--- config.mk ---
export PLATFORM = sky130hd
export DESIGN_NAME = puc_cordic_cell
export DESIGN_NICKNAME = d
export VERILOG_FILES = /design/src/hdl/puc_pkg.sv /design/src/hdl/puc_cordic_cell.sv
export SDC_FILE = /design/constraint.sdc
export NUM_CORES = 1
export LEC_CHECK = 0
export BUFFER_PORTS_ARGS = -buffer_cell sky130_fd_sc_hd__buf_2
export CAP_MARGIN = 20
export CELL_PAD_IN_SITES_DETAIL_PLACEMENT = 1
export CELL_PAD_IN_SITES_GLOBAL_PLACEMENT = 1
export CORE_MARGIN = 2
export CORE_UTILIZATION = 44
export CTS_CLUSTER_DIAMETER = 40
export DETAILED_ROUTE_END_ITERATION = 16
export PLACE_DENSITY_LB_ADDON = 0.25
export SLEW_MARGIN = 20
export SYNTH_ARGS = -nofsm -noshare
export SYNTH_HDL_FRONTEND = slang
export SYNTH_SLANG_ARGS = --single-unit
--- constraint.sdc ---
create_clock -name clk -period 0.8 [get_ports clk]
set_clock_uncertainty 0.1 [all_clocks]
set_input_delay 0.04 -clock clk [delete_from_list [all_inputs] [get_ports clk]]
set_output_delay 0.04 -clock clk [all_outputs]
set_load 0.02 [all_outputs]
--- src/hdl/puc_pkg.sv ---
// puc_pkg: shared constants, register codes, pipeline bus types and the arctan table
// for the polar unwrap coordinate map; no dependencies
package puc_pkg;

    localparam int COORD_BITS   = 12;
    localparam int ANGLE_BITS   = 16;
    localparam int FRAC_BITS    = 8;
    localparam int OUT_BITS     = 22;
    localparam int DIM_BITS     = COORD_BITS + 1;
    localparam int NUM_BITS     = COORD_BITS + ANGLE_BITS;
    localparam int PHASE_BITS   = 32;
    localparam int CORDIC_STEPS = 24;
    localparam int STEP_BITS    = 5;
    localparam int TRIG_BITS    = 33;
    localparam int EDGE_BITS    = COORD_BITS + 3;
    localparam int RAD_BITS     = COORD_BITS + 4;
    localparam int ACC_BITS     = RAD_BITS + TRIG_BITS;
    localparam int Q_BITS       = 30;
    localparam int ADDR_BITS    = 5;
    localparam int LATENCY      = NUM_BITS + CORDIC_STEPS + 3;

    localparam logic signed [TRIG_BITS-1:0] CORDIC_GAIN = TRIG_BITS'(64'sd652032874);
    localparam logic signed [TRIG_BITS-1:0] HALF_QUAD   = TRIG_BITS'(64'sd536870912);
    localparam logic [PHASE_BITS-1:0]       QUAD_OFFSET = 32'h2000_0000;

    typedef enum logic [2:0] {
        REG_CENTER_X     = 3'd0,
        REG_CENTER_Y     = 3'd1,
        REG_INNER_RADIUS = 3'd2,
        REG_OUTER_RADIUS = 3'd3,
        REG_MAP_WIDTH    = 3'd4,
        REG_MAP_HEIGHT   = 3'd5,
        REG_IMAGE_WIDTH  = 3'd6,
        REG_IMAGE_HEIGHT = 3'd7
    } reg_idx_t;

    typedef struct packed {
        logic                  valid;
        logic [DIM_BITS-1:0]   rem;
        logic [NUM_BITS-1:0]   numq;
        logic [COORD_BITS-1:0] row;
    } div_bus_t;

    typedef struct packed {
        logic                        valid;
        logic [1:0]                  quad;
        logic [COORD_BITS-1:0]       row;
        logic signed [TRIG_BITS-1:0] x;
        logic signed [TRIG_BITS-1:0] y;
        logic signed [TRIG_BITS-1:0] z;
    } cordic_bus_t;

    // arctan of 2^-i in 2^-32 turns
    function automatic logic signed [TRIG_BITS-1:0] atan_turns(input logic [STEP_BITS-1:0] idx);
        logic [31:0] a;
        case (idx)
            5'd0:    a = 32'd536870912;
            5'd1:    a = 32'd316933406;
            5'd2:    a = 32'd167458907;
            5'd3:    a = 32'd85004756;
            5'd4:    a = 32'd42667331;
            5'd5:    a = 32'd21354465;
            5'd6:    a = 32'd10680862;
            5'd7:    a = 32'd5340245;
            5'd8:    a = 32'd2670163;
            5'd9:    a = 32'd1335087;
            5'd10:   a = 32'd667544;
            5'd11:   a = 32'd333772;
            5'd12:   a = 32'd166886;
            5'd13:   a = 32'd83443;
            5'd14:   a = 32'd41722;
            5'd15:   a = 32'd20861;
            5'd16:   a = 32'd10430;
            5'd17:   a = 32'd5215;
            5'd18:   a = 32'd2608;
            5'd19:   a = 32'd1304;
            5'd20:   a = 32'd652;
            5'd21:   a = 32'd326;
            5'd22:   a = 32'd163;
            5'd23:   a = 32'd81;
            default: a = 32'd0;
        endcase
        return $signed({{(TRIG_BITS-32){1'b0}}, a});
    endfunction

endpackage

--- src/hdl/puc_cordic_cell.sv ---
// puc_cordic_cell: one CORDIC rotation step in Q30, phase in 2^-32 turns
// depends on puc_pkg
module puc_cordic_cell (
    input  logic                                clk,
    input  logic                                rst_n,
    input  logic [puc_pkg::STEP_BITS-1:0]       step,
    input  puc_pkg::cordic_bus_t                bus_in,
    output puc_pkg::cordic_bus_t                bus_out
);

    logic signed [puc_pkg::TRIG_BITS-1:0] dx;
    logic signed [puc_pkg::TRIG_BITS-1:0] dy;
    logic signed [puc_pkg::TRIG_BITS-1:0] atan;
    logic signed [puc_pkg::TRIG_BITS-1:0] x_next;
    logic signed [puc_pkg::TRIG_BITS-1:0] y_next;
    logic signed [puc_pkg::TRIG_BITS-1:0] z_next;
    logic signed [puc_pkg::TRIG_BITS-1:0] x_reg;
    logic signed [puc_pkg::TRIG_BITS-1:0] y_reg;
    logic signed [puc_pkg::TRIG_BITS-1:0] z_reg;
    logic [1:0]                           quad_reg;
    logic [puc_pkg::COORD_BITS-1:0]       row_reg;
    logic                                 valid_reg;

    // rotate towards zero residual angle
    always_comb
    begin
        dx   = bus_in.y >>> step;
        dy   = bus_in.x >>> step;
        atan = puc_pkg::atan_turns(step);
        if (!bus_in.z[puc_pkg::TRIG_BITS-1])
        begin
            x_next = bus_in.x - dx;
            y_next = bus_in.y + dy;
            z_next = bus_in.z - atan;
        end
        else
        begin
            x_next = bus_in.x + dx;
            y_next = bus_in.y - dy;
            z_next = bus_in.z + atan;
        end
    end

    // valid flag
    always_ff @(posedge clk or negedge rst_n)
    begin
        if (!rst_n)
        begin
            valid_reg <= 1'b0;
        end
        else
        begin
            valid_reg <= bus_in.valid;
        end
    end

    // payload
    always_ff @(posedge clk)
    begin
        x_reg    <= x_next;
        y_reg    <= y_next;
        z_reg    <= z_next;
        quad_reg <= bus_in.quad;
        row_reg  <= bus_in.row;
    end

    assign bus_out = '{valid: valid_reg, quad: quad_reg, row: row_reg,
                       x: x_reg, y: y_reg, z: z_reg};

endmodule

==> results.sh, run 1 <==
export IMPL_status="did not finish"
export IMPL_haltStage="4_1_cts"
export IMPL_first_error="[ERROR DPL-0033] detailed placement checks failed during check placement."
export IMPL_synth_top_cell_area_share_pct=15.7
export IMPL_netlist_area_um2=14400
export IMPL_synth_nets=1967
export IMPL_h_tree_depth=4
export IMPL_yosys_warnings=0
export IMPL_ys_seq_area_share_pct=15.9
export IMPL_numClockSinks=114
export IMPL_synthFlopType="dfxtp_1"
export IMPL_rows=66
export IMPL_placed_area_um2=21700
export IMPL_cts_buffers=17
export IMPL_synth_top_cell_by_area="dfxtp_1"
export IMPL_synth_avg_cell_area_um2=8.29
export IMPL_die_height_um=185
export IMPL_post_cts_resized=450
export IMPL_syn_inst=1735
export IMPL_portBuffers=234
export IMPL_cts_root_buf="clkbuf_16"
export IMPL_synth_edff_count=0
export IMPL_start_util_pct=44.4
export IMPL_hold_buffers=17
export IMPL_gp_congestion=1.09
export IMPL_synth_seq_cells=114
export IMPL_pin_count=235
export IMPL_dieWidth_um=185
export IMPL_synthDistinctLibCells=91
export IMPL_cts_setup_buffers=127
export IMPL_synth_area_top_cells="dfxtp_1, mux4_2, ha_1"
export IMPL_dp_final_hpwl_um=69300
export IMPL_clk_path_buf_depth=2
export IMPL_ys_async_sr_fraction_pct=0.877
==> Yosys cell counts, drive strengths merged (31+ instances only) <==
master and number:
mux2i 47, inv 44, nor2b 31, mux4 65, clkbuf 46, o21ai 82, mux2 53, dfxtp 113
xor2 67, nand2 152, nor2 136, a21oi 144, ha 108, a21o 39, xnor2 105, buf 51
a31oi 42
==> per-stage QoR <==
step	hold slack, ns	setup TNS, ns	setup slack (ns)	utilization, %	instances
2_1_floorplan	-0.356	-308.68	-4.11	-	1735
3_5_place_dp	-0.279	-391.13	-5.12	67.2	3059
3_3_place_gp	-0.285	-358.99	-4.58	67.2	3059
==> cells by family after synthesis <==
family | Yosys count | synth area share, %
AOI/OAI and AO/OA | 535 | 24.9
DFF | 114 | 15.9
xor gates and xnor gates | 172 | 10.5
buffers and inverters | 142 | 4.39
adders and majority gates | 111 | 9.82
muxes | 165 | 17.7
and+or+nand+nor | 496 | 16.9
==> run 2, diff against run 1 <==
CELL_PAD_IN_SITES_DETAIL_PLACEMENT = default   (was 1)
CELL_PAD_IN_SITES_GLOBAL_PLACEMENT = default   (was 1)
CORE_UTILIZATION = 30   (was 44)
CTS_CLUSTER_DIAMETER = default   (was 40)
PLACE_DENSITY_LB_ADDON = 0.15   (was 0.25)
==> results.sh, run 2 <==
export IMPL_status="finished, violations left"
export IMPL_violations="hold timing, setup timing"
export IMPL_worst_path_max_fanout=5
export IMPL_clkTransAtPathRegs_ns=0.06
export IMPL_clk_path_buf_depth=2
export IMPL_ys_async_sr_fraction_pct=0.877
export IMPL_grtUsageTotal_pct=28.7
export IMPL_antenna_found_initial=1
export IMPL_cts_tree="yes"
export IMPL_synth_seq_cells=114
export IMPL_synth_top_cell_by_area="dfxtp_1"
export IMPL_synth_area_top_cells="dfxtp_1, mux4_2, ha_1"
export IMPL_dp_cells=3236
export IMPL_hold_class="in -> reg"
export IMPL_cp_data_required_time_ns=1.13
export IMPL_drc=0
export IMPL_setup_viol=213
export IMPL_synth_avg_cell_area_um2=8.29
export IMPL_area_growth_pct=85.3
export IMPL_syn_inst=1735
export IMPL_core_area_um2=47500
export IMPL_endpoint_kind="flop"
export IMPL_layout_common_cells="buf_4, buf_6, nand2_1, buf_2, dfxtp_2"
export IMPL_fin_util_pct=56.0
export IMPL_drive_above_1_share_pct=61.1
export IMPL_cts_buffers=17
export IMPL_gp_congestion=0.973
export IMPL_dr_wl_met2_um=36500
export IMPL_wirelength_um=73200
export IMPL_timing_fmax_ghz=0.216
export IMPL_overflow=0
export IMPL_nFillCells=4357
export IMPL_synth_nets=1967
export IMPL_worst_hold_slack_ns=-0.296
export IMPL_netlist_area_um2=14400
export IMPL_synthDistinctLibCells=91
export IMPL_power_mw=51.5
export IMPL_dieWidth_um=223
export IMPL_worstPathArrival_ns=4.96
export IMPL_ys_seq_area_share_pct=15.9
export IMPL_firstDrtPassIters=5
export IMPL_path_class="in -> reg"
export IMPL_numClockSinks=114
export IMPL_grt_max_degree=25
export IMPL_synthTopCellsByCount="nand2_1, a21oi_1, nor2_1"
export IMPL_fin_crit_sh_pct=579
export IMPL_die_height_um=223
export IMPL_start_util_pct=30.2
export IMPL_rsz0062_at_grt="true"
export IMPL_synthFlopType="dfxtp_1"
export IMPL_n_antenna_cell=0
export IMPL_dp_final_hpwl_um=58100
export IMPL_final_nets=3002
export IMPL_placed_area_um2=22100
export IMPL_finalHoldViolations=35
export IMPL_route_met3_wl_um=2820
export IMPL_max_cap_violations=0
export IMPL_pin_count=235
export IMPL_die_area_um2=49700
export IMPL_final_cell_count_no_fill=3398
export IMPL_grt_first_pass_wirelength_um=108000
export IMPL_synth_top_cell_area_share_pct=15.7
export IMPL_final_setup_worst_slack_ns=-3.83
export IMPL_leakage_nw=12.1
export IMPL_rows=80
export IMPL_grt_pass1_vias=18400
export IMPL_wl_per_cell_um=21.5
export IMPL_worst_pin_slew_ns=0.958
export IMPL_crit_path_start_kind="input port"
export IMPL_yosys_warnings=0
export IMPL_vias=18100
export IMPL_final_cell_area_um2=26600
export IMPL_ant_nets=0
export IMPL_synth_edff_count=0
export IMPL_yosysMostFrequentCell="nand2_1"
export IMPL_slew_headroom_pct=35.6
export IMPL_portBuffers=234
export IMPL_top_layer="met4"
export IMPL_met1_length_um=29900
export IMPL_hold_buffers=17
export IMPL_avgViaCountPerCell=5.32
export IMPL_h_tree_depth=4
export IMPL_drtIter0Drc=876
export IMPL_layout_commonest_cell="buf_4"
export IMPL_max_vdd_ir_drop_v=0.00148
export IMPL_power_density_nw_per_um2=1930
export IMPL_fin_crit_ns=4.63
export IMPL_cts_root_buf="clkbuf_16"
export IMPL_finalMaxSlewViolations=0
==> run 2: final cells by class <==
class | count | area [um2] | area share (%)
multi-input cells | 1479 | 13400 | 50.1
repair buffers | 1113 | 9310 | 34.9
flip-flops and latches | 114 | 2430 | 9.11
well taps | 615 | 769 | 2.89
clock buffers | 17 | 425 | 1.60
inverters | 45 | 195 | 0.733
clock inverters | 15 | 161 | 0.606
==> run 2: per-stage QoR <==
stage | hold slack (ns) | TNS [ns] | setup WS, ns
final | -0.296 | -328.27 | -3.83
after global routing | -0.298 | -343.42 | -3.94
after CTS | -0.358 | -323.16 | -3.71
after detailed placement | -0.284 | -369.44 | -4.75
after global placement | -0.285 | -368.26 | -4.72
after floorplan | -0.356 | -308.68 | -4.11
==> run 2: power breakdown <==
part           internal, mW  leakage [nW]  switching, mW
Clock                  4.41         0.282           3.62
Combinational          18.0          10.9           16.1
Sequential             8.40         0.965           1.02
Total                  30.8          12.1           20.7
==> run 2: kinds of logic (layout without fill, tap and decap cells) <==
family / Yosys count / after routing / share of synthesized area (%)
xor gates and xnor gates: 172 / 172 / 10.5
muxes: 165 / 165 / 17.7
adders and majority gates: 111 / 111 / 9.82
AOI/OAI and AO/OA: 535 / 535 / 24.9
DFF: 114 / 114 / 15.9
buffers and inverters: 142 / 1190 / 4.39
and+or+nand+nor: 496 / 496 / 16.9
==> run 2: critical path, stage by stage <==
cell	delay (ns)
buf_16	0.12
buf_16	0.14
buf_12	0.12
mux4_2	0.49
a22o_1	0.24
a221o_1	0.27
a221o_1	0.32
or3_4	0.45
nor4b_4	0.25
buf_4	0.19
a21oi_2	0.06
xnor2_1	0.13
ha_1	0.36
buf_6	0.14
a21o_1	0.16
a21oi_2	0.21
o41ai_4	0.14
a31oi_4	0.28
o21ai_4	0.09
a221oi_2	0.28
o21ai_1	0.12
a21oi_2	0.18
xnor2_1	0.13
==> run 2: final timing paths <==
path / end / cells after the start / from
min in group asynchronous: valid_reg / 3 / rst_n
max in group asynchronous: valid_reg / 3 / rst_n
hold / removal: z_reg[0] / 2 / bus_in[0]
setup / recovery: x_reg[31] / 23 / step[0]
==> run 2: per-layer routing <==
metal  vias to the layer above  GRT usage [%]
met5                         -              0
met4                         0           14.9
met3                       170           3.74
met2                       503           50.9
met1                      8795           33.9
li1                       8605              -
==> run 2: timing repair <==
| item | CTS | global route |
|---|---|---|
| setup buffers | 73 | 59 |
| pin swaps | 133 | 152 |
| gates resized for setup | 288 | 511 |
| endpoints found under the setup margin | 213 | 213 |
| endpoints found under the hold margin | 55 | 33 |
| gates cloned | 3 | 0 |
Power figures use the tool's default switching activity.
