[config.mk]
export PLATFORM = sky130hd
export DESIGN_NAME = puc_out_stage
export DESIGN_NICKNAME = d
export VERILOG_FILES = /design/src/hdl/puc_pkg.sv /design/src/hdl/puc_out_stage.sv
export SDC_FILE = /design/constraint.sdc
export NUM_CORES = 2
export LEC_CHECK = 0
export ABC_CLOCK_PERIOD_IN_PS = 6200
export BUFFER_PORTS_ARGS = -buffer_cell sky130_fd_sc_hd__buf_2
export CORE_MARGIN = 3
export CORE_UTILIZATION = 53
export DETAILED_ROUTE_END_ITERATION = 8
export MAX_ROUTING_LAYER = met4
export PLACE_DENSITY = 0.76
export RECOVER_POWER = 100
export SETUP_SLACK_MARGIN = 0.5
export SLEW_MARGIN = 20
export SYNTH_ARGS = -nofsm -noshare
export SYNTH_HDL_FRONTEND = slang
export SYNTH_SLANG_ARGS = --single-unit
[constraint.sdc]
create_clock -name clk -period 6.2 [get_ports clk]
set_input_delay 0.62 -clock clk [delete_from_list [all_inputs] [get_ports clk]]
set_output_delay 0.62 -clock clk [all_outputs]
set_load 0.005 [all_outputs]
[src/hdl/puc_pkg.sv]
// puc_pkg: shared constants, register codes, pipeline bus types and the arctan table
// for the polar unwrap coordinate map; no dependencies
package puc_pkg;

    localparam int COORD_BITS   = 12;
    localparam int ANGLE_BITS   = 16;
    localparam int FRAC_BITS    = 8;
    localparam int OUT_BITS     = 22;
    localparam int DIM_BITS     = COORD_BITS + 1;
    localparam int NUM_BITS     = COORD_BITS + ANGLE_BITS;
    localparam int PHASE_BITS   = 32;
    localparam int CORDIC_STEPS = 24;
    localparam int STEP_BITS    = 5;
    localparam int TRIG_BITS    = 33;
    localparam int EDGE_BITS    = COORD_BITS + 3;
    localparam int RAD_BITS     = COORD_BITS + 4;
    localparam int ACC_BITS     = RAD_BITS + TRIG_BITS;
    localparam int Q_BITS       = 30;
    localparam int ADDR_BITS    = 5;
    localparam int LATENCY      = NUM_BITS + CORDIC_STEPS + 3;

    localparam logic signed [TRIG_BITS-1:0] CORDIC_GAIN = TRIG_BITS'(64'sd652032874);
    localparam logic signed [TRIG_BITS-1:0] HALF_QUAD   = TRIG_BITS'(64'sd536870912);
    localparam logic [PHASE_BITS-1:0]       QUAD_OFFSET = 32'h2000_0000;

    typedef enum logic [2:0] {
        REG_CENTER_X     = 3'd0,
        REG_CENTER_Y     = 3'd1,
        REG_INNER_RADIUS = 3'd2,
        REG_OUTER_RADIUS = 3'd3,
        REG_MAP_WIDTH    = 3'd4,
        REG_MAP_HEIGHT   = 3'd5,
        REG_IMAGE_WIDTH  = 3'd6,
        REG_IMAGE_HEIGHT = 3'd7
    } reg_idx_t;

    typedef struct packed {
        logic                  valid;
        logic [DIM_BITS-1:0]   rem;
        logic [NUM_BITS-1:0]   numq;
        logic [COORD_BITS-1:0] row;
    } div_bus_t;

    typedef struct packed {
        logic                        valid;
        logic [1:0]                  quad;
        logic [COORD_BITS-1:0]       row;
        logic signed [TRIG_BITS-1:0] x;
        logic signed [TRIG_BITS-1:0] y;
        logic signed [TRIG_BITS-1:0] z;
    } cordic_bus_t;

    // arctan of 2^-i in 2^-32 turns
    function automatic logic signed [TRIG_BITS-1:0] atan_turns(input logic [STEP_BITS-1:0] idx);
        logic [31:0] a;
        case (idx)
            5'd0:    a = 32'd536870912;
            5'd1:    a = 32'd316933406;
            5'd2:    a = 32'd167458907;
            5'd3:    a = 32'd85004756;
            5'd4:    a = 32'd42667331;
            5'd5:    a = 32'd21354465;
            5'd6:    a = 32'd10680862;
            5'd7:    a = 32'd5340245;
            5'd8:    a = 32'd2670163;
            5'd9:    a = 32'd1335087;
            5'd10:   a = 32'd667544;
            5'd11:   a = 32'd333772;
            5'd12:   a = 32'd166886;
            5'd13:   a = 32'd83443;
            5'd14:   a = 32'd41722;
            5'd15:   a = 32'd20861;
            5'd16:   a = 32'd10430;
            5'd17:   a = 32'd5215;
            5'd18:   a = 32'd2608;
            5'd19:   a = 32'd1304;
            5'd20:   a = 32'd652;
            5'd21:   a = 32'd326;
            5'd22:   a = 32'd163;
            5'd23:   a = 32'd81;
            default: a = 32'd0;
        endcase
        return $signed({{(TRIG_BITS-32){1'b0}}, a});
    endfunction

endpackage

[src/hdl/puc_out_stage.sv]
// puc_out_stage: quadrant rotation, radius, multiply, centre add, rounding, saturation
// depends on puc_pkg
module puc_out_stage (
    input  logic                                   clk,
    input  logic                                   rst_n,
    input  puc_pkg::cordic_bus_t                   bus_in,
    input  logic signed [puc_pkg::EDGE_BITS-1:0]   r_in,
    input  logic [puc_pkg::DIM_BITS-1:0]           map_rows,
    input  logic [puc_pkg::COORD_BITS-1:0]         center_x,
    input  logic [puc_pkg::COORD_BITS-1:0]         center_y,
    output logic                                   done,
    output logic signed [puc_pkg::OUT_BITS-1:0]    src_x,
    output logic signed [puc_pkg::OUT_BITS-1:0]    src_y
);

    localparam int SH = puc_pkg::Q_BITS - puc_pkg::FRAC_BITS;
    localparam logic signed [puc_pkg::ACC_BITS-1:0] ROUND_HALF =
        puc_pkg::ACC_BITS'(64'sd1 <<< (SH - 1));
    localparam logic signed [puc_pkg::ACC_BITS-1:0] OUT_MAX =
        puc_pkg::ACC_BITS'((64'sd1 <<< (puc_pkg::OUT_BITS - 1)) - 64'sd1);
    localparam logic signed [puc_pkg::ACC_BITS-1:0] OUT_MIN =
        puc_pkg::ACC_BITS'(-(64'sd1 <<< (puc_pkg::OUT_BITS - 1)));

    logic signed [puc_pkg::TRIG_BITS-1:0] sn_next;
    logic signed [puc_pkg::TRIG_BITS-1:0] cs_next;
    logic signed [puc_pkg::RAD_BITS-1:0]  radius_next;
    logic signed [puc_pkg::TRIG_BITS-1:0] sn_reg;
    logic signed [puc_pkg::TRIG_BITS-1:0] cs_reg;
    logic signed [puc_pkg::RAD_BITS-1:0]  radius_reg;
    logic                                 v1_reg;
    logic signed [puc_pkg::ACC_BITS-1:0]  prod_x_reg;
    logic signed [puc_pkg::ACC_BITS-1:0]  prod_y_reg;
    logic                                 v2_reg;
    logic signed [puc_pkg::ACC_BITS-1:0]  acc_x;
    logic signed [puc_pkg::ACC_BITS-1:0]  acc_y;
    logic signed [puc_pkg::ACC_BITS-1:0]  sh_x;
    logic signed [puc_pkg::ACC_BITS-1:0]  sh_y;
    logic signed [puc_pkg::OUT_BITS-1:0]  src_x_next;
    logic signed [puc_pkg::OUT_BITS-1:0]  src_y_next;
    logic signed [puc_pkg::OUT_BITS-1:0]  src_x_reg;
    logic signed [puc_pkg::OUT_BITS-1:0]  src_y_reg;
    logic                                 done_reg;

    function automatic logic signed [puc_pkg::OUT_BITS-1:0] saturate(
        input logic signed [puc_pkg::ACC_BITS-1:0] v);
        logic signed [puc_pkg::OUT_BITS-1:0] r;
        if (v > OUT_MAX)
            r = OUT_MAX[puc_pkg::OUT_BITS-1:0];
        else if (v < OUT_MIN)
            r = OUT_MIN[puc_pkg::OUT_BITS-1:0];
        else
            r = v[puc_pkg::OUT_BITS-1:0];
        return r;
    endfunction

    // quadrant rotation and radius
    always_comb
    begin
        case (bus_in.quad)
            2'd0:
            begin
                cs_next = bus_in.x;
                sn_next = bus_in.y;
            end
            2'd1:
            begin
                cs_next = -bus_in.y;
                sn_next = bus_in.x;
            end
            2'd2:
            begin
                cs_next = -bus_in.x;
                sn_next = -bus_in.y;
            end
            default:
            begin
                cs_next = bus_in.y;
                sn_next = -bus_in.x;
            end
        endcase
        radius_next = puc_pkg::RAD_BITS'(r_in)
                    + $signed({{(puc_pkg::RAD_BITS-puc_pkg::DIM_BITS){1'b0}}, map_rows})
                    - $signed({{(puc_pkg::RAD_BITS-puc_pkg::COORD_BITS){1'b0}}, bus_in.row});
    end

    // centre add and rounding to the output step
    always_comb
    begin
        acc_x = prod_x_reg + ROUND_HALF
              + $signed(puc_pkg::ACC_BITS'({center_x, {puc_pkg::Q_BITS{1'b0}}}));
        acc_y = prod_y_reg + ROUND_HALF
              + $signed(puc_pkg::ACC_BITS'({center_y, {puc_pkg::Q_BITS{1'b0}}}));
        sh_x  = acc_x >>> SH;
        sh_y  = acc_y >>> SH;
        src_x_next = saturate(sh_x);
        src_y_next = saturate(sh_y);
    end

    // stage valid flags and result strobe
    always_ff @(posedge clk or negedge rst_n)
    begin
        if (!rst_n)
        begin
            v1_reg   <= 1'b0;
            v2_reg   <= 1'b0;
            done_reg <= 1'b0;
        end
        else
        begin
            v1_reg   <= bus_in.valid;
            v2_reg   <= v1_reg;
            done_reg <= v2_reg;
        end
    end

    // payload stages
    always_ff @(posedge clk)
    begin
        sn_reg     <= sn_next;
        cs_reg     <= cs_next;
        radius_reg <= radius_next;
        prod_x_reg <= radius_reg * sn_reg;
        prod_y_reg <= radius_reg * cs_reg;
        src_x_reg  <= src_x_next;
        src_y_reg  <= src_y_next;
    end

    assign done  = done_reg;
    assign src_x = src_x_reg;
    assign src_y = src_y_reg;

endmodule

==> results.json <==
{
  "seq_area_frac_synth_pct": 8.24,
  "drv_slew": 97,
  "kind_of_critical_path": "reg2reg",
  "synthCells": 5025,
  "final_nets": 6868,
  "critPathRequiredTime_ns": 6.64,
  "die_height_um": 298,
  "clock-root-buffer": "clkbuf_16",
  "detail_route.wirelength_um": 127000,
  "synthesis.area_um2": 45100,
  "hold_path.class": "in2reg",
  "worstMarginPinSlew_ns": 2.64,
  "grt_first_pass_wirelength_um": 200000,
  "netlist.top_cell.by_area": "fa_1",
  "flip_flop_and_latch_count_after_synthesis": 185,
  "route.detailed.vias_per_inst": 5.42,
  "post_synth.cell_area_avg_um2": 8.98,
  "synth.top_cells.by_area": "fa_1 (45%), inv_1 (9.9%), dfxtp_1 (8.1%), ha_1 (7.5%), and2_1 (5.8%)",
  "path_max_fanout": 9,
  "synth_nets": 6474,
  "layout_common_cells": "inv_1 (1178), fa_1 (986), nand2_1 (667), and2_1 (409), buf_4 (296)",
  "post_drt_wl_per_cell_um": 19.2,
  "worst-endpoint-arrival_ns": 6.87,
  "post_synth_num_cell_types": 76,
  "clock_skew_ns": 0.0157,
  "fin_crit_ns": 6.44,
  "routabilityCongestion": 0.948,
  "outcome": "finished, violations left",
  "fin_hold_ws_ns": 0.222,
  "fmax_mhz": 155,
  "share_of_final_layout_standard_cells_stronger_than_drive_strength_1_pct": 16.1,
  "cp-start-kind": "flip-flop",
  "hold_path_startpoint": "bus_in[113]",
  "io_buffer_count": 179,
  "r2r-end": "prod_x_reg[45]$_DFF_P_",
  "detailedPlacementHpwl_um": 100000,
  "clk_pin_slew_worst_paths_ns": 0.08,
  "worst_r2r_startpoint": "sn_reg[8]$_DFF_P_",
  "syn_to_final_growth_pct": 16.7,
  "failed_checks": "max-capacitance violations, max-slew violations, negative setup slack",
  "slew-limit-headroom_pct": -76.2,
  "die_area_um2": 88700,
  "setup_repair_after_global_routing_missed_its_margin": "yes",
  "setup.worst_path.end_class": "flip-flop",
  "clock_tree_from_tritoncts": "built",
  "clock_sink_count": 185,
  "numCtsBuffers": 17,
  "htree_num_levels": 4,
  "track_usage_pct": 29.5,
  "post_synth_top_flop": "dfxtp_1",
  "core_area_um2": 84000,
  "finalSetupViolations": 26,
  "whs_endpoint": "v1_reg$_DFF_PN0_",
  "synth_enable_flop_cells": 0,
  "dieWidth_um": 298,
  "yosysWarnings": 0,
  "top_level_ports": 213,
  "yosysTopAreaCellShare_pct": 44.8,
  "worstRegToRegCells": 21,
  "number_of_global_route_vias_before_repair": 37995,
  "overflow": 0,
  "start_util_pct": 53.8,
  "grt_max_degree": 59,
  "final_hold_violation_count": 0,
  "layout_commonest_cell": "inv_1",
  "synth-async-reset-ratio_pct": 1.62,
  "drt-pass1-iter-count": 6,
  "worst-r2r-setup-slack_ns": -0.24,
  "number_of_antenna_violations_at_the_first_check_in_global_routing": 40,
  "hold_depth": 1,
  "final_critical_path_setup_slack_ns": -0.235,
  "final_min_period_over_clock_period_pct": 104,
  "drc_viols": 0,
  "cts_buffer_depth": 2,
  "drt_iter0_drc": 3108,
  "clk_latency_ns": 0.50,
  "std_cell_rows": 106,
  "number_of_nets_with_antenna_violations_after_detailed_routing": 0,
  "timing.max_cap.violations": 2,
  "num_vias": 35795
}
==> how the worst max path moves through the flow <==
stage	startpoint	end	slack, ns	depth (start not counted)
floorplan	radius_reg[4]$_DFF_P_	prod_x_reg[45]$_DFF_P_	0.27	21
global placement	radius_reg[4]$_DFF_P_	prod_x_reg[45]$_DFF_P_	-0.26	20
detailed placement	radius_reg[4]$_DFF_P_	prod_x_reg[45]$_DFF_P_	-0.45	20
CTS	radius_reg[1]$_DFF_P_	prod_x_reg[45]$_DFF_P_	-0.22	20
global route	sn_reg[8]$_DFF_P_	prod_x_reg[45]$_DFF_P_	-0.41	21
finish	sn_reg[8]$_DFF_P_	prod_x_reg[45]$_DFF_P_	-0.24	21
==> through the flow <==
stage          util [%]  TNS (ns)  area [µm²]  cells  worst slack, ns
3_5_place_dp       59.5     -6.56       50000   6450           -0.448
5_1_grt            62.7     -8.49       52700   6595           -0.413
3_3_place_gp       59.5     -3.14       50000   6450           -0.260
6_report           62.8     -2.43       52700   6602           -0.235
4_1_cts            62.0    -0.741       52000   6534           -0.221
2_1_floorplan         -         0       45600   5025            0.274
==> logic make-up after synthesis <==
kind of cell / synth area share [%]
multiplexers: 2.34
AO/OA/AOI/OAI: 6.36
XOR/XNOR: 2.79
adder cells (fa/ha/maj): 52.3
flip-flops: 8.24
buffers and inverters: 11.8
AND/OR/NAND/NOR: 16.1
==> synthesized netlist by cell type, drive strengths merged (4+ instances only) <==
master	n
inv	1192
fa	1010
nand2	678
and2	420
ha	271
clkbuf	219
dfxtp	182
nor2	162
o21ai	117
a21oi	115
xnor2	101
nor3	49
xor2	43
mux4	41
a21o	40
nand3	31
nand2b	28
nand4	23
o21a	21
and3	19
nor4	18
or3	17
nor2b	15
a31oi	14
o211ai	14
a211oi	13
o31ai	13
or2	12
buf	11
mux2i	10
o21bai	10
or4	10
a21boi	6
o22ai	6
o311a	6
o31a	6
a2111oi	5
a211o	5
a221o	5
o2111ai	5
o211a	5
a221oi	4
a41oi	4
o221ai	4
==> final cells by class <==
cell class	instances	area [µm²]
Antenna cell	36	90.1
Sequential cell	185	3790
Inverter	1192	4480
Clock inverter	15	199
Fill cell	6656	31300
Clock buffer	17	425
Tap cell	1134	1420
Timing Repair Buffer	605	5250
Multi-Input combinational cell	3418	37000
==> per-layer routing <==
metal / share of wire (%) / GRT usage, % / up-vias
met4: 3.7 / 10.7 / 0
met2: 47 / 46.0 / 1730
met3: 12 / 8.78 / 340
met5: 0 / - / -
met1: 38 / 36.7 / 17859
li1: - / - / 15866
==> worst max-delay path, cell delays in order (launching register included) <==
cell,delay (ns)
dfxtp_2,0.36
buf_4,0.19
buf_4,0.16
and2_1,0.17
fa_1,0.51
fa_1,0.59
fa_1,0.47
fa_1,0.54
fa_1,0.50
inv_1,0.06
fa_1,0.49
inv_2,0.05
ha_4,0.21
a21o_1,0.22
a21oi_2,0.22
o21a_1,0.22
o41ai_2,0.10
a2111o_1,0.42
a31o_4,0.26
a221o_1,0.35
a21oi_2,0.16
xnor2_1,0.12
==> timing repair <==
action	CTS	global route
endpoints found under the hold margin	3	0
endpoints found under the setup margin	53	56
cloned	8	2
pin swaps	65	63
setup buffers	43	30
hold buffers	1	0
resized for setup	205	83
Power is left out: the tool's default activity adds up to more than one toggle a clock period on the data nets, which glitch-free logic cannot reach.
