**config.mk**
```make
export PLATFORM = sky130hd
export DESIGN_NAME = puc_div_cell
export DESIGN_NICKNAME = d
export VERILOG_FILES = /design/src/hdl/puc_pkg.sv /design/src/hdl/puc_div_cell.sv
export SDC_FILE = /design/constraint.sdc
export NUM_CORES = 1
export LEC_CHECK = 0
export BUFFER_PORTS_ARGS = -buffer_cell sky130_fd_sc_hd__buf_2
export CORE_MARGIN = 2
export CORE_UTILIZATION = 30
export CTS_CLUSTER_DIAMETER = 120
export DETAILED_ROUTE_END_ITERATION = 8
export PLACE_DENSITY = 0.64
export SLEW_MARGIN = 20
export SYNTH_ARGS = -nofsm -noshare
export SYNTH_HDL_FRONTEND = slang
export SYNTH_SLANG_ARGS = --single-unit
```
**constraint.sdc**
```tcl
create_clock -name clk -period 0.8 [get_ports clk]
set_input_delay 0.08 -clock clk [delete_from_list [all_inputs] [get_ports clk]]
set_output_delay 0.08 -clock clk [all_outputs]
set_load 0.02 [all_outputs]
```
**src/hdl/puc_pkg.sv**
```systemverilog
// puc_pkg: shared constants, register codes, pipeline bus types and the arctan table
// for the polar unwrap coordinate map; no dependencies
package puc_pkg;

    localparam int COORD_BITS   = 12;
    localparam int ANGLE_BITS   = 16;
    localparam int FRAC_BITS    = 8;
    localparam int OUT_BITS     = 22;
    localparam int DIM_BITS     = COORD_BITS + 1;
    localparam int NUM_BITS     = COORD_BITS + ANGLE_BITS;
    localparam int PHASE_BITS   = 32;
    localparam int CORDIC_STEPS = 24;
    localparam int STEP_BITS    = 5;
    localparam int TRIG_BITS    = 33;
    localparam int EDGE_BITS    = COORD_BITS + 3;
    localparam int RAD_BITS     = COORD_BITS + 4;
    localparam int ACC_BITS     = RAD_BITS + TRIG_BITS;
    localparam int Q_BITS       = 30;
    localparam int ADDR_BITS    = 5;
    localparam int LATENCY      = NUM_BITS + CORDIC_STEPS + 3;

    localparam logic signed [TRIG_BITS-1:0] CORDIC_GAIN = TRIG_BITS'(64'sd652032874);
    localparam logic signed [TRIG_BITS-1:0] HALF_QUAD   = TRIG_BITS'(64'sd536870912);
    localparam logic [PHASE_BITS-1:0]       QUAD_OFFSET = 32'h2000_0000;

    typedef enum logic [2:0] {
        REG_CENTER_X     = 3'd0,
        REG_CENTER_Y     = 3'd1,
        REG_INNER_RADIUS = 3'd2,
        REG_OUTER_RADIUS = 3'd3,
        REG_MAP_WIDTH    = 3'd4,
        REG_MAP_HEIGHT   = 3'd5,
        REG_IMAGE_WIDTH  = 3'd6,
        REG_IMAGE_HEIGHT = 3'd7
    } reg_idx_t;

    typedef struct packed {
        logic                  valid;
        logic [DIM_BITS-1:0]   rem;
        logic [NUM_BITS-1:0]   numq;
        logic [COORD_BITS-1:0] row;
    } div_bus_t;

    typedef struct packed {
        logic                        valid;
        logic [1:0]                  quad;
        logic [COORD_BITS-1:0]       row;
        logic signed [TRIG_BITS-1:0] x;
        logic signed [TRIG_BITS-1:0] y;
        logic signed [TRIG_BITS-1:0] z;
    } cordic_bus_t;

    // arctan of 2^-i in 2^-32 turns
    function automatic logic signed [TRIG_BITS-1:0] atan_turns(input logic [STEP_BITS-1:0] idx);
        logic [31:0] a;
        case (idx)
            5'd0:    a = 32'd536870912;
            5'd1:    a = 32'd316933406;
            5'd2:    a = 32'd167458907;
            5'd3:    a = 32'd85004756;
            5'd4:    a = 32'd42667331;
            5'd5:    a = 32'd21354465;
            5'd6:    a = 32'd10680862;
            5'd7:    a = 32'd5340245;
            5'd8:    a = 32'd2670163;
            5'd9:    a = 32'd1335087;
            5'd10:   a = 32'd667544;
            5'd11:   a = 32'd333772;
            5'd12:   a = 32'd166886;
            5'd13:   a = 32'd83443;
            5'd14:   a = 32'd41722;
            5'd15:   a = 32'd20861;
            5'd16:   a = 32'd10430;
            5'd17:   a = 32'd5215;
            5'd18:   a = 32'd2608;
            5'd19:   a = 32'd1304;
            5'd20:   a = 32'd652;
            5'd21:   a = 32'd326;
            5'd22:   a = 32'd163;
            5'd23:   a = 32'd81;
            default: a = 32'd0;
        endcase
        return $signed({{(TRIG_BITS-32){1'b0}}, a});
    endfunction

endpackage

```
**src/hdl/puc_div_cell.sv**
```systemverilog
// puc_div_cell: one restoring division step, one quotient bit per cell
// depends on puc_pkg
module puc_div_cell (
    input  logic                                clk,
    input  logic                                rst_n,
    input  logic [puc_pkg::DIM_BITS-1:0]        divisor,
    input  puc_pkg::div_bus_t                   bus_in,
    output puc_pkg::div_bus_t                   bus_out
);

    logic [puc_pkg::DIM_BITS:0]    trial;
    logic [puc_pkg::DIM_BITS:0]    diff;
    logic                          ge;
    logic                          valid_reg;
    logic [puc_pkg::DIM_BITS-1:0]  rem_reg;
    logic [puc_pkg::DIM_BITS-1:0]  rem_next;
    logic [puc_pkg::NUM_BITS-1:0]  numq_reg;
    logic [puc_pkg::NUM_BITS-1:0]  numq_next;
    logic [puc_pkg::COORD_BITS-1:0] row_reg;

    // shift in the next numerator bit, subtract when it fits
    always_comb
    begin
        trial     = {bus_in.rem, bus_in.numq[puc_pkg::NUM_BITS-1]};
        diff      = trial - {1'b0, divisor};
        ge        = (trial >= {1'b0, divisor});
        rem_next  = ge ? diff[puc_pkg::DIM_BITS-1:0] : trial[puc_pkg::DIM_BITS-1:0];
        numq_next = {bus_in.numq[puc_pkg::NUM_BITS-2:0], ge};
    end

    // valid flag
    always_ff @(posedge clk or negedge rst_n)
    begin
        if (!rst_n)
        begin
            valid_reg <= 1'b0;
        end
        else
        begin
            valid_reg <= bus_in.valid;
        end
    end

    // payload
    always_ff @(posedge clk)
    begin
        rem_reg  <= rem_next;
        numq_reg <= numq_next;
        row_reg  <= bus_in.row;
    end

    assign bus_out = '{valid: valid_reg, rem: rem_reg, numq: numq_reg, row: row_reg};

endmodule

```
==> impl_summary.md, run 1 <==
Placement
At the end of routability-driven placement, the weighted congestion stood at around 0.72. The placement-stage worst setup slack is -1.394 ns. Counting tap cells, the placed design contains a total of roughly 390 instances. Summed over all nets, the half-perimeter wirelength after detailed placement is about 3900 µm. Once placement finished, the instance area stood at around 2900 µm².

The number of port buffers is 122.

Global route
The most utilized layer in the global route result is met2. The number of global-route vias before repair is between 2,000 and 2,500. The met3 capacity usage during global routing is under 10%.

The initial antenna violation count was 0. Global routing consumed, over all layers together, 17.84% of the routing resources. The largest net degree at the start of global routing is 17. The global routing usage on met2 is 31.57%. The global-route wire length before repair is roughly 10,000 µm. The total overflow left after global routing is 0. For met1 alone, demand over resource in global routing was a little over a fifth.

Logic synthesis
The synthesized design contains 0 enable-type register cells. The mean post-synth cell area is approximately 12 µm². The synthesized design contains 54 register bits.

In the synthesized netlist, the cells that appear most often are sky130_fd_sc_hd__dfxtp_1, sky130_fd_sc_hd__inv_1, sky130_fd_sc_hd__ha_1, sky130_fd_sc_hd__a21oi_1, sky130_fd_sc_hd__nor2_1. The register area share after synthesis is between 50% and 60%. The cell with the most instances after synthesis is sky130_fd_sc_hd__dfxtp_1. Yosys attributes the largest share of cell area to sky130_fd_sc_hd__dfxtp_1, sky130_fd_sc_hd__ha_1, sky130_fd_sc_hd__mux2_4, sky130_fd_sc_hd__inv_1, sky130_fd_sc_hd__xor2_1. After synthesis the cells add up to just under 2000 µm². Summed over all instances, the cell type with the most area after synthesis is sky130_fd_sc_hd__dfxtp_1. The distinct cell type count after synthesis is between 40 and 50.

The synthesized net count is between 200 and 250. The Yosys step of the flow raised 0 warnings. The cell count after synthesis is about 160.

For this run, the leading register cell type out of synthesis is sky130_fd_sc_hd__dfxtp_1. The top-area cell type share of the netlist area is a little over half. After synthesis, the share of flip-flops with an asynchronous set or reset is approximately 1.9%.

Clocking
The number of buffers on the longest clock path is 2. Clock tree synthesis found a total of 54 sinks. The root buffer cell is sky130_fd_sc_hd__clkbuf_8. TritonCTS built the clock tree. Clock-pin slew was measured on the worst setup and hold paths at roughly 0.1 ns.

The number of H-tree branching levels is 2. The number of clock buffers added by TritonCTS is 5.

Setup path
The critical path goes through buf_12 -> inv_12 -> ha_4 -> fa_2 -> nand2b_4 -> a21oi_4 -> o21ai_4 -> a211oi_4 -> o32a_4 -> mux2_4. At the worst endpoint, the arrival time is just under 2 ns. The kind of start point of the critical path is an input pin. At the worst endpoint, the required time is 0.98 ns. The slowest library cell on the worst path is sky130_fd_sc_hd__fa_2. In this design, the stage delay of the slowest critical-path cell is around 0.33 ns. The worst setup path is captured at a flop. The critical path start-end classification is input pin to flop. The peak fanout along the critical path is 6.

Flow run
The max-capacitance violation count is 0.

Min path
The type of the most critical hold path is input pin to flop. The beginning of the worst hold path is bus_in[46]. The hold-critical path endpoint is rem_reg[7]$_DFF_P_. The number of cells on the worst hold path is 2.

Timing
Setup repair after global routing could not meet its margin everywhere. The final count of hold timing violations is 0. Setup violations remaining at the end of the flow were counted as around 70.

Once routing completed, OpenROAD measured the worst setup slack at -0.9907 ns. In this run the tightest slew margin relative to its limit is between 60% and 70%. For the pin with the worst max-slew slack, the measured transition is between 0.4 and 0.5 ns. The worst path uses 223.8% of the clock period. The worst slack on hold paths is 0.02254 ns. The max-slew violation count is 0. Static timing analysis puts the maximum clock frequency at ~560 MHz. The minimum clock period after layout is 1.791 ns.

Finish
The number of antenna diodes in the final layout is 0. The final layout contains roughly 440 nets. The signed area change from the synthesized netlist to the final layout is 99.74%.

Cells with a size suffix above 1 make up between 60 and 70% of the layout. The count of non-filler cells in the finished layout is ~440. The final cell area excluding filler cells is 3881 µm². The flip-flop count of the largest register after layout is 28.

Drt
Dividing the detail-routed via count by the number of cells gives about 4.4. For this block, the via count after detailed routing is ~1,900. In the final routed layout, each cell accounts on average for between 10 and 15 µm. After the first detailed-routing iteration, the DRC count stood at 47. The count of nets left with antenna violations once routing finished came out at 0. The first detailed-routing pass ran for 4 iterations. The remaining design rule violation count is 0. The final routed wirelength across all metal layers is 6436 µm.

Floorplanning
The die is approximately 84 µm wide. In this run the core area contains 29 standard-cell rows. The die covers 7137 µm². The core region is between 6000 and 7000 µm².

The starting density of the core is 30.78%. From bottom edge to top edge, the die measures around 84 µm. Pin placement for this block handled around 120 I/O pins.

Outcome
The run finished, with violations left. The final reports fail on negative setup slack.

Pwr
Total power for the finished layout comes to between 7 and 8 mW. The analysis attributes to cell leakage a power of 1.886 nW. In this run the power density over the cells is ~1900 nW/µm². Across the VDD grid, the largest voltage drop is between 1 and 1.5 mV.
-- timing repair --
action	CTS	global route
hold buffers	41	0
buffers inserted	1	0
pin swaps	0	2
setup endpoints to repair	68	68
cloned	1	0
gates resized for setup	168	6
hold endpoints to repair	41	0
-- worst max-delay path: cells and delay by family --
family / cells / cell delay [ns]
AOI/OAI and AO/OA: 4 / 0.82
adders and majority gates: 2 / 0.47
buffers and inverters: 2 / 0.12
muxes: 1 / 0.32
and+or+nand+nor: 1 / 0.16
-- worst max path at each step --
stage          startpoint  cells past startpoint                   to  slack (ns)
3_5_place_dp   bus_in[39]                     10  rem_reg[12]$_DFF_P_       -1.39
3_3_place_gp   bus_in[39]                     10   rem_reg[3]$_DFF_P_       -1.36
4_1_cts        bus_in[39]                     10   rem_reg[5]$_DFF_P_       -1.02
2_1_floorplan  bus_in[39]                     10  rem_reg[10]$_DFF_P_       -1.12
6_report       bus_in[39]                     10   rem_reg[5]$_DFF_P_       -0.99
5_1_grt        bus_in[39]                     10   rem_reg[4]$_DFF_P_       -1.05
-- cell usage in the layout, fill, tap and decap left out, types with 2 or more instances in the layout --
cell,instances
sky130_fd_sc_hd__a211oi_1,2
sky130_fd_sc_hd__inv_1,14
sky130_fd_sc_hd__nor2_1,8
sky130_fd_sc_hd__nand2b_1,2
sky130_fd_sc_hd__nand3_1,2
sky130_fd_sc_hd__mux2_4,11
sky130_fd_sc_hd__clkbuf_8,5
sky130_fd_sc_hd__dfxtp_2,53
sky130_fd_sc_hd__mux2i_1,2
sky130_fd_sc_hd__nor2b_1,2
sky130_fd_sc_hd__nand2_1,4
sky130_fd_sc_hd__a21oi_1,8
sky130_fd_sc_hd__buf_6,56
sky130_fd_sc_hd__o21ai_0,4
sky130_fd_sc_hd__xnor2_1,4
sky130_fd_sc_hd__ha_1,12
sky130_fd_sc_hd__o32a_4,2
sky130_fd_sc_hd__a21o_1,2
sky130_fd_sc_hd__dlygate4sd3_1,41
sky130_fd_sc_hd__xor2_1,5
sky130_fd_sc_hd__nor3_1,2
sky130_fd_sc_hd__buf_4,26
sky130_fd_sc_hd__buf_2,66
-- cell type report --
class	count	area [µm²]
repair buffers	190	1587
flip-flops and latches	54	1152
inverters	15	68.82
clock buffers	6	72.57
clock inverters	2	37.54
well taps	77	96.34
multi-input cells	93	867.1
fillers	485	2432
-- cell families after synthesis --
family,synth area share (%)
multiplexers,8.757
AO/OA/AOI/OAI,9.079
flip-flops,55.89
AND/OR/NAND/NOR,8.501
buffers and inverters,4.314
adder cells (fa/ha/maj),9.401
XOR/XNOR,4.056
-- layer usage --
metal	vias up	wire, µm
met5	-	0
met4	0	23
met3	2	538
met2	79	3248
met1	882	2626
li1	948	-
-- metrics by stage --
stage                     util [%]  setup TNS [ns]
after floorplan                  -          -14.50
after global placement       45.48          -18.36
after detailed placement     45.48          -18.85
after CTS                    60.90          -15.40
after global routing         61.47          -17.18
final                        61.47          -14.75
-- where the power goes --
part	leakage [nW]	total (mW)	internal, mW	switching, mW
Combinational	1.38	2.27	1.31	0.961
Sequential	0.459	3.13	3.00	0.130
Clock	0.0514	1.79	0.935	0.855
(Power assumes the default switching activity.)
==> run 2: changes to the inputs <==
--- a/config.mk
+++ b/config.mk
@@ -10,6 +10,7 @@
 export CORE_UTILIZATION = 30
 export CTS_CLUSTER_DIAMETER = 120
 export DETAILED_ROUTE_END_ITERATION = 8
+export MAX_ROUTING_LAYER = met4
 export PLACE_DENSITY = 0.64
 export SLEW_MARGIN = 20
 export SYNTH_ARGS = -nofsm -noshare
==> constraint.sdc (replaced) <==
create_clock -name clk -period 2.3 [get_ports clk]
set_input_delay 0.23 -clock clk [delete_from_list [all_inputs] [get_ports clk]]
set_output_delay 0.23 -clock clk [all_outputs]
set_load 0.02 [all_outputs]
==> run 2 against run 1 <==
- combinational power decreased by 76%
- the run now ends clean
- die area unchanged
- highest routed layer unchanged
- critical endpoint is now rem_reg[4]$_DFF_P_
- wire length decreased by 27%
- global-route usage decreased by 4.8 points
- cell area decreased by 28%
- worst hold slack improved by 0.0036 ns
- total power decreased by 69%
- sequential share of layout area increased by 9.0 points
- flip-flop and latch count unchanged
- non-clock buffer count decreased by 59
==> impl_summary.md, run 2 (synthesis gave the netlist of run 1 again) <==
Finish
The top cell types in the final layout, fill and taps aside, are sky130_fd_sc_hd__buf_2, sky130_fd_sc_hd__dfxtp_1, sky130_fd_sc_hd__inv_1. From synthesis to final layout, the design area changed by 44.37%. For this run, the share of the core covered by cells in the final layout is between 40% and 50%. For this run, the post-layout net count is approximately 380.

The fraction of final layout cells sized beyond drive strength 1 is 50.67%. The register with the most flip-flops in the layout has 28 of them. 0 antenna diodes ended up in the layout.

The library cell used most frequently in the layout, excluding fill and tap cells, is sky130_fd_sc_hd__buf_2.

Floorplanning
The die covers between 7000 and 8000 µm². For this configuration, the core starts out at a cell density of a little under a third. The number of standard-cell rows in the floorplan is 29. The die extent in y is approximately 84 µm.

In this run the standard cell core region covers between 6000 and 7000 µm². The I/O pin count is approximately 120. The x dimension of the die is about 84 µm.

Drt
In the routed design, unresolved DRC markers number 0. The routed via count is roughly 1,600. The routed wire length per instance is 12.40 µm.

The number of iterations in the first detailed-routing pass is 4. The final layout contains routed wiring with a total length of between 4000 and 5000 µm. The detail-routed via count per cell is 4.231. After the first detailed-routing iteration, the DRC count stood at 28. Once detail routing completed, the nets flagged for antenna violations numbered 0.

Setup path
Data arrives at the worst endpoint at 2.26 ns. The critical path starts at bus_in[39]. The data required time at the worst endpoint is ~2.5 ns. The worst setup path is captured at a flop.

In this run the worst path has a maximum fanout of 6. The worst setup path is launched from an input pin. The capture point of the worst path is rem_reg[4]$_DFF_P_. The critical path start-end classification is input pin to flop.

Placement
In this run the tool buffered the top-level ports with ~120 buffer cells. The HPWL after detailed placement is around 3900 µm. Routability-driven placement finished with a final weighted congestion of 0.7319.

Clocking
Clock tree synthesis found a total of 54 sinks. The number of hold buffers added after CTS was 1. The clock-pin slew of the registers on the worst-case setup and hold paths is approximately 0.10 ns.

In this run the post-CTS setup repair buffer count came out at 0. The total of cells resized after clock tree synthesis is 0. The tree is rooted in a sky130_fd_sc_hd__clkbuf_8. Counting along the longest clock path gives a buffer depth of 2. The total clock buffers created by CTS is 5. The number of H-tree branching levels is 2. TritonCTS built the clock tree.

Pwr
For this design the ratio of total power to cell area is approximately 800 nW/µm². The highest ir drop seen on vdd is between 0.3 and 0.4 mV. For this design the static power due to leakage is 1.461 nW.

Timing
The transition time at the pin with the least slew margin is ~0.40 ns. The max-slew violation count was 0. The worst slack on hold paths is 0.02610 ns. The final cycle utilization of the critical path is 90.12%. Setup repair after global routing left no endpoint under its margin.

In this run the tightest slew margin relative to its limit is 73.26%. The highest clock frequency the design can meet is 482.4 MHz. The final count of hold timing violations is 0. After layout, the minimum clock period comes to roughly 2.1 ns. The total setup violations reported at the end of the flow is 0.

Global route
Entering global routing, the biggest net connects 17 pins. The total grt overflow is 0. The number of global-route vias before repair is approximately 1,600.

The first global-routing pass estimated around 7000 µm of wire. The initial antenna violation count came to 0. For this run, the total global-route usage over all layers was measured as 13.03%.

Outcome
The flow ran to the end, and the final reports show no timing, DRC or antenna violations.

Min path
The type of the most critical hold path is input pin to flop.

Flow run
The max-capacitance violation count is 0.
-- run 2: area by class of cell --
| type | count | area [µm²] |
|---|---|---|
| tap | 77 | 96.34 |
| multi-input combinational | 92 | 773.2 |
| clock inverter | 2 | 37.54 |
| sequential | 54 | 1086 |
| timing repair buffer | 131 | 683.2 |
| clock buffer | 6 | 72.57 |
| inverter | 15 | 56.30 |
| fill | 616 | 3508 |
-- run 2: worst min path at each step --
stage / startpoint / end / slack (ns) / cells past startpoint
after floorplan: rst_n / valid_reg$_DFF_PN0_ / -0.07 / 0
after global placement: rst_n / valid_reg$_DFF_PN0_ / 0.008 / 1
after detailed placement: rst_n / valid_reg$_DFF_PN0_ / 0.008 / 1
after CTS: bus_in[14] / numq_reg[3]$_DFF_P_ / 0.01 / 1
after global routing: bus_in[14] / numq_reg[3]$_DFF_P_ / 0.002 / 1
final: bus_in[13] / numq_reg[2]$_DFF_P_ / 0.03 / 1
-- run 2: metal layers --
metal	part of all wire [%]	GRT usage, %	up-vias
met1	41	14.17	694
met5	0	-	-
met4	0.32	3.463	0
met2	50	22.62	75
met3	8.8	4.523	2
li1	-	-	824
-- run 2: worst max-delay path, stage by stage --
cell,delay [ns]
sky130_fd_sc_hd__buf_2,0.08
sky130_fd_sc_hd__inv_1,0.04
sky130_fd_sc_hd__ha_1,0.20
sky130_fd_sc_hd__fa_1,0.38
sky130_fd_sc_hd__nand2b_1,0.18
sky130_fd_sc_hd__a21oi_2,0.19
sky130_fd_sc_hd__o21ai_2,0.08
sky130_fd_sc_hd__a211oi_2,0.19
sky130_fd_sc_hd__o32a_2,0.20
sky130_fd_sc_hd__buf_4,0.16
sky130_fd_sc_hd__mux2_1,0.33
-- run 2: power breakdown --
| part | internal (mW) | switching [mW] |
|---|---|---|
| sequential | 1.02 | 0.0203 |
| clock | 0.325 | 0.292 |
| combinational | 0.251 | 0.289 |
-- run 2: stage by stage --
stage                     power, mW  TNS (ns)  instances  worst slack [ns]  cell area, µm²
after floorplan               1.413         0        163            0.1032            1943
after global placement        1.601   -0.1090        367          -0.03327            2675
after detailed placement      1.608   -0.8283        367           -0.1009            2675
after CTS                     2.241         0        376            0.2238            2795
after global routing          2.317         0        377           0.07329            2805
final                         2.201         0        377            0.2272            2805
==> run 3: changes to the inputs <==
--- a/config.mk
+++ b/config.mk
@@ -6,12 +6,13 @@
 export NUM_CORES = 1
 export LEC_CHECK = 0
 export BUFFER_PORTS_ARGS = -buffer_cell sky130_fd_sc_hd__buf_2
-export CORE_MARGIN = 2
-export CORE_UTILIZATION = 30
+export CELL_PAD_IN_SITES_DETAIL_PLACEMENT = 0
+export CELL_PAD_IN_SITES_GLOBAL_PLACEMENT = 2
+export CORE_UTILIZATION = 26
 export CTS_CLUSTER_DIAMETER = 120
 export DETAILED_ROUTE_END_ITERATION = 8
 export MAX_ROUTING_LAYER = met4
-export PLACE_DENSITY = 0.64
+export PLACE_DENSITY = 0.88
 export SLEW_MARGIN = 20
 export SYNTH_ARGS = -nofsm -noshare
 export SYNTH_HDL_FRONTEND = slang
==> run 3 against run 2 <==
- cell area decreased by 0.18%
- total power decreased by 4.8%
- sequential share of layout area increased by 0.069 points
- global-route usage down 1.7 points
- sequential power about the same
- critical path type unchanged
- largest power group unchanged
- highest routed layer unchanged
==> impl_summary.md, run 3 (synthesis gave the netlist of run 1 again) <==
Floorplanning
The die is 88.45 µm tall. The x dimension of the die is roughly 88 µm. The number of standard-cell rows in the floorplan is 31. During I/O placement, the number of pins put on the boundary was ~120. The die outline area is slightly below 8000 µm².

The starting density of the core is a little over a quarter. The core region is 7253 µm².

Timing
The max-slew violation count is 0. The minimum clock period after layout is around 2.0 ns. After routing, the total negative slack on setup checks comes to 0 ns. Headroom to the max-slew limit came out at 73.63%. Setup repair after global routing left no endpoint under its margin. Static timing analysis puts the maximum clock frequency at between 400 and 500 MHz. The transition time at the pin with the least slew margin is around 0.39 ns.

The final count of hold timing violations came to 0. The final cycle utilization of the critical path is between 80% and 90%. The total setup violations reported at the end of the flow is 0.

Global route
Entering global routing, the biggest net connects 18 pins. The number of global-route vias before repair is about 1,500. The global router's overall resource usage is 11.35%. The first global-routing pass estimated approximately 6500 µm of wire. The initial antenna violation count is 0. The total overflow left after global routing is 0.

Clocking
TritonCTS built the clock tree. The total clock buffers created by CTS is 5. The number of H-tree branching levels is 2. The number of buffers on the longest clock path is 2.

After clock tree synthesis, the clock-pin slew on the worst setup and hold paths is ~0.1 ns. After clock tree synthesis, the repair step resized 0 gates. The tree is rooted in a sky130_fd_sc_hd__clkbuf_8. The number of sinks on the clock net is between 50 and 60.

Setup path
STA classifies the critical path startpoint as an input pin. In this run the worst path has a maximum fanout of 6. For the worst setup path, the data arrival time is roughly 2.2 ns. The data required time at the worst endpoint is ~2.5 ns. The setup path with the least slack is of type input pin to flop.

The critical path endpoint category is a flop.

Drt
The routed via count is 1,587. After detailed routing, the number of vias per cell comes to roughly 4.0. The number of iterations in the first detailed-routing pass is 4.

In the final routed layout, each cell accounts on average for between 10 and 15 µm. For this block, the initial DRC count from the detailed router was 15. Once detail routing completed, the nets flagged for antenna violations numbered 0. In the routed design, unresolved DRC markers number 0. The final routed wirelength across all metal layers is between 4000 and 5000 µm.

Min path
Counting instances, the worst hold path has a depth of 1. In this run the worst hold path is classified as input pin to flop. The hold-critical path endpoint is numq_reg[15]$_DFF_P_.

The beginning of the worst hold path is bus_in[26].

Placement
Once placement finished, the instance area stood at approximately 2700 µm². The number of port buffers is 122. The congestion estimate from routability-driven global placement came to between 0.7 and 0.8. Once detailed placement completed, the half-perimeter wirelength came to roughly 3700 µm.

Finish
The signed area change from the synthesized netlist to the final layout is 44.11%. Once layout is done, the placed cells without fillers occupy between 2000 and 3000 µm². The library cells used most frequently in the layout, excluding fill and tap cells, are sky130_fd_sc_hd__buf_2, sky130_fd_sc_hd__dfxtp_1, sky130_fd_sc_hd__inv_1. The number of antenna repair diodes is 0.

The most frequent standard cell in the layout excluding fill and tap cells is sky130_fd_sc_hd__buf_2. Cells with a size suffix above 1 make up about 51% of the layout. The net count of the finished layout is between 300 and 400. The register with the most flip-flops in the layout has 28 of them.

Pwr
The highest ir drop seen on vdd is ~0.29 mV. Of the total power, the share spent switching nets is between 20% and 30%. The cell area power density is roughly 750 nW/µm².

The clock network burns ~25% of the power. The sequential share of power is 49.7%. Summed over all cells, the static leakage comes to about 1.4 nW. Total power for the finished layout comes to ~2.1 mW.

Combinational logic burns around 26% of the power. Summed over all nets, the switching power comes to about 0.61 mW. The internal portion of the total power is roughly 1.5 mW.

Outcome
The run finished with clean final reports.

Flow run
The tool flagged a number of max-cap violations equal to 0.
[run 3: changes by cell type in the layout (fill, tap and decap cells not counted), sizes merged]
cell and change:
dlygate4sd3 -1, clkinvlp +1, bufinv -1
[run 3: timing repair]
item | 4_1_cts | 5_1_grt
endpoints found under the hold margin | 1 | 0
buffers inserted | 0 | 0
hold buffers | 1 | 0
[run 3: per-layer routing]
metal  vias up  GRT usage [%]  wire length, µm
met4         0          3.959               59
met3         5          3.825              466
li1        819              -                -
met1       684          12.15             1856
met5         -              -                0
met2        79          19.51             2109
[run 3: how the worst max path moves through the flow]
stage	to	from	slack (ns)	cells after the start
2_1_floorplan	rem_reg[10]$_DFF_P_	bus_in[39]	0.10	10
5_1_grt	rem_reg[3]$_DFF_P_	bus_in[39]	0.14	11
3_3_place_gp	rem_reg[3]$_DFF_P_	bus_in[39]	-0.03	11
4_1_cts	rem_reg[3]$_DFF_P_	bus_in[39]	0.27	11
3_5_place_dp	rem_reg[2]$_DFF_P_	bus_in[39]	-0.05	11
6_report	rem_reg[2]$_DFF_P_	bus_in[39]	0.27	11
[run 3: worst max-delay path, cell delays in order]
cell and delay (ns):
sky130_fd_sc_hd__buf_2 0.07, sky130_fd_sc_hd__inv_1 0.04, sky130_fd_sc_hd__ha_1 0.20, sky130_fd_sc_hd__fa_1 0.38
sky130_fd_sc_hd__nand2b_1 0.19, sky130_fd_sc_hd__a21oi_2 0.17, sky130_fd_sc_hd__o21ai_2 0.08, sky130_fd_sc_hd__a211oi_2 0.17
sky130_fd_sc_hd__o32a_2 0.19, sky130_fd_sc_hd__buf_4 0.16, sky130_fd_sc_hd__mux2_2 0.33
[run 3: power by group through the flow]
stage | clock network (mW) | registers, mW | logic [mW]
2_1_floorplan | 0 | 1.18 | 0.231
3_3_place_gp | 0 | 1.06 | 0.539
3_5_place_dp | 0 | 1.06 | 0.541
4_1_cts | 0.552 | 1.04 | 0.545
5_1_grt | 0.576 | 1.05 | 0.590
6_report | 0.517 | 1.04 | 0.536
[run 3: metrics by stage]
step	instances	setup slack (ns)	hold slack [ns]	utilization, %
2_1_floorplan	163	0.1032	-0.06559	-
3_3_place_gp	389	-0.03289	0.004537	37.26
3_5_place_dp	389	-0.05477	0.005110	37.26
4_1_cts	398	0.2653	0.008590	38.61
5_1_grt	398	0.1426	0.004383	38.61
6_report	398	0.2676	0.02168	38.61
[run 3: layout make-up]
class,instances,area [µm²]
inverters,15,56.30
clock inverters,2,15.01
repair buffers,130,673.1
fillers,762,4453
flip-flops and latches,54,1086
multi-input cells,92,773.2
clock buffers,6,72.57
well taps,99,123.9
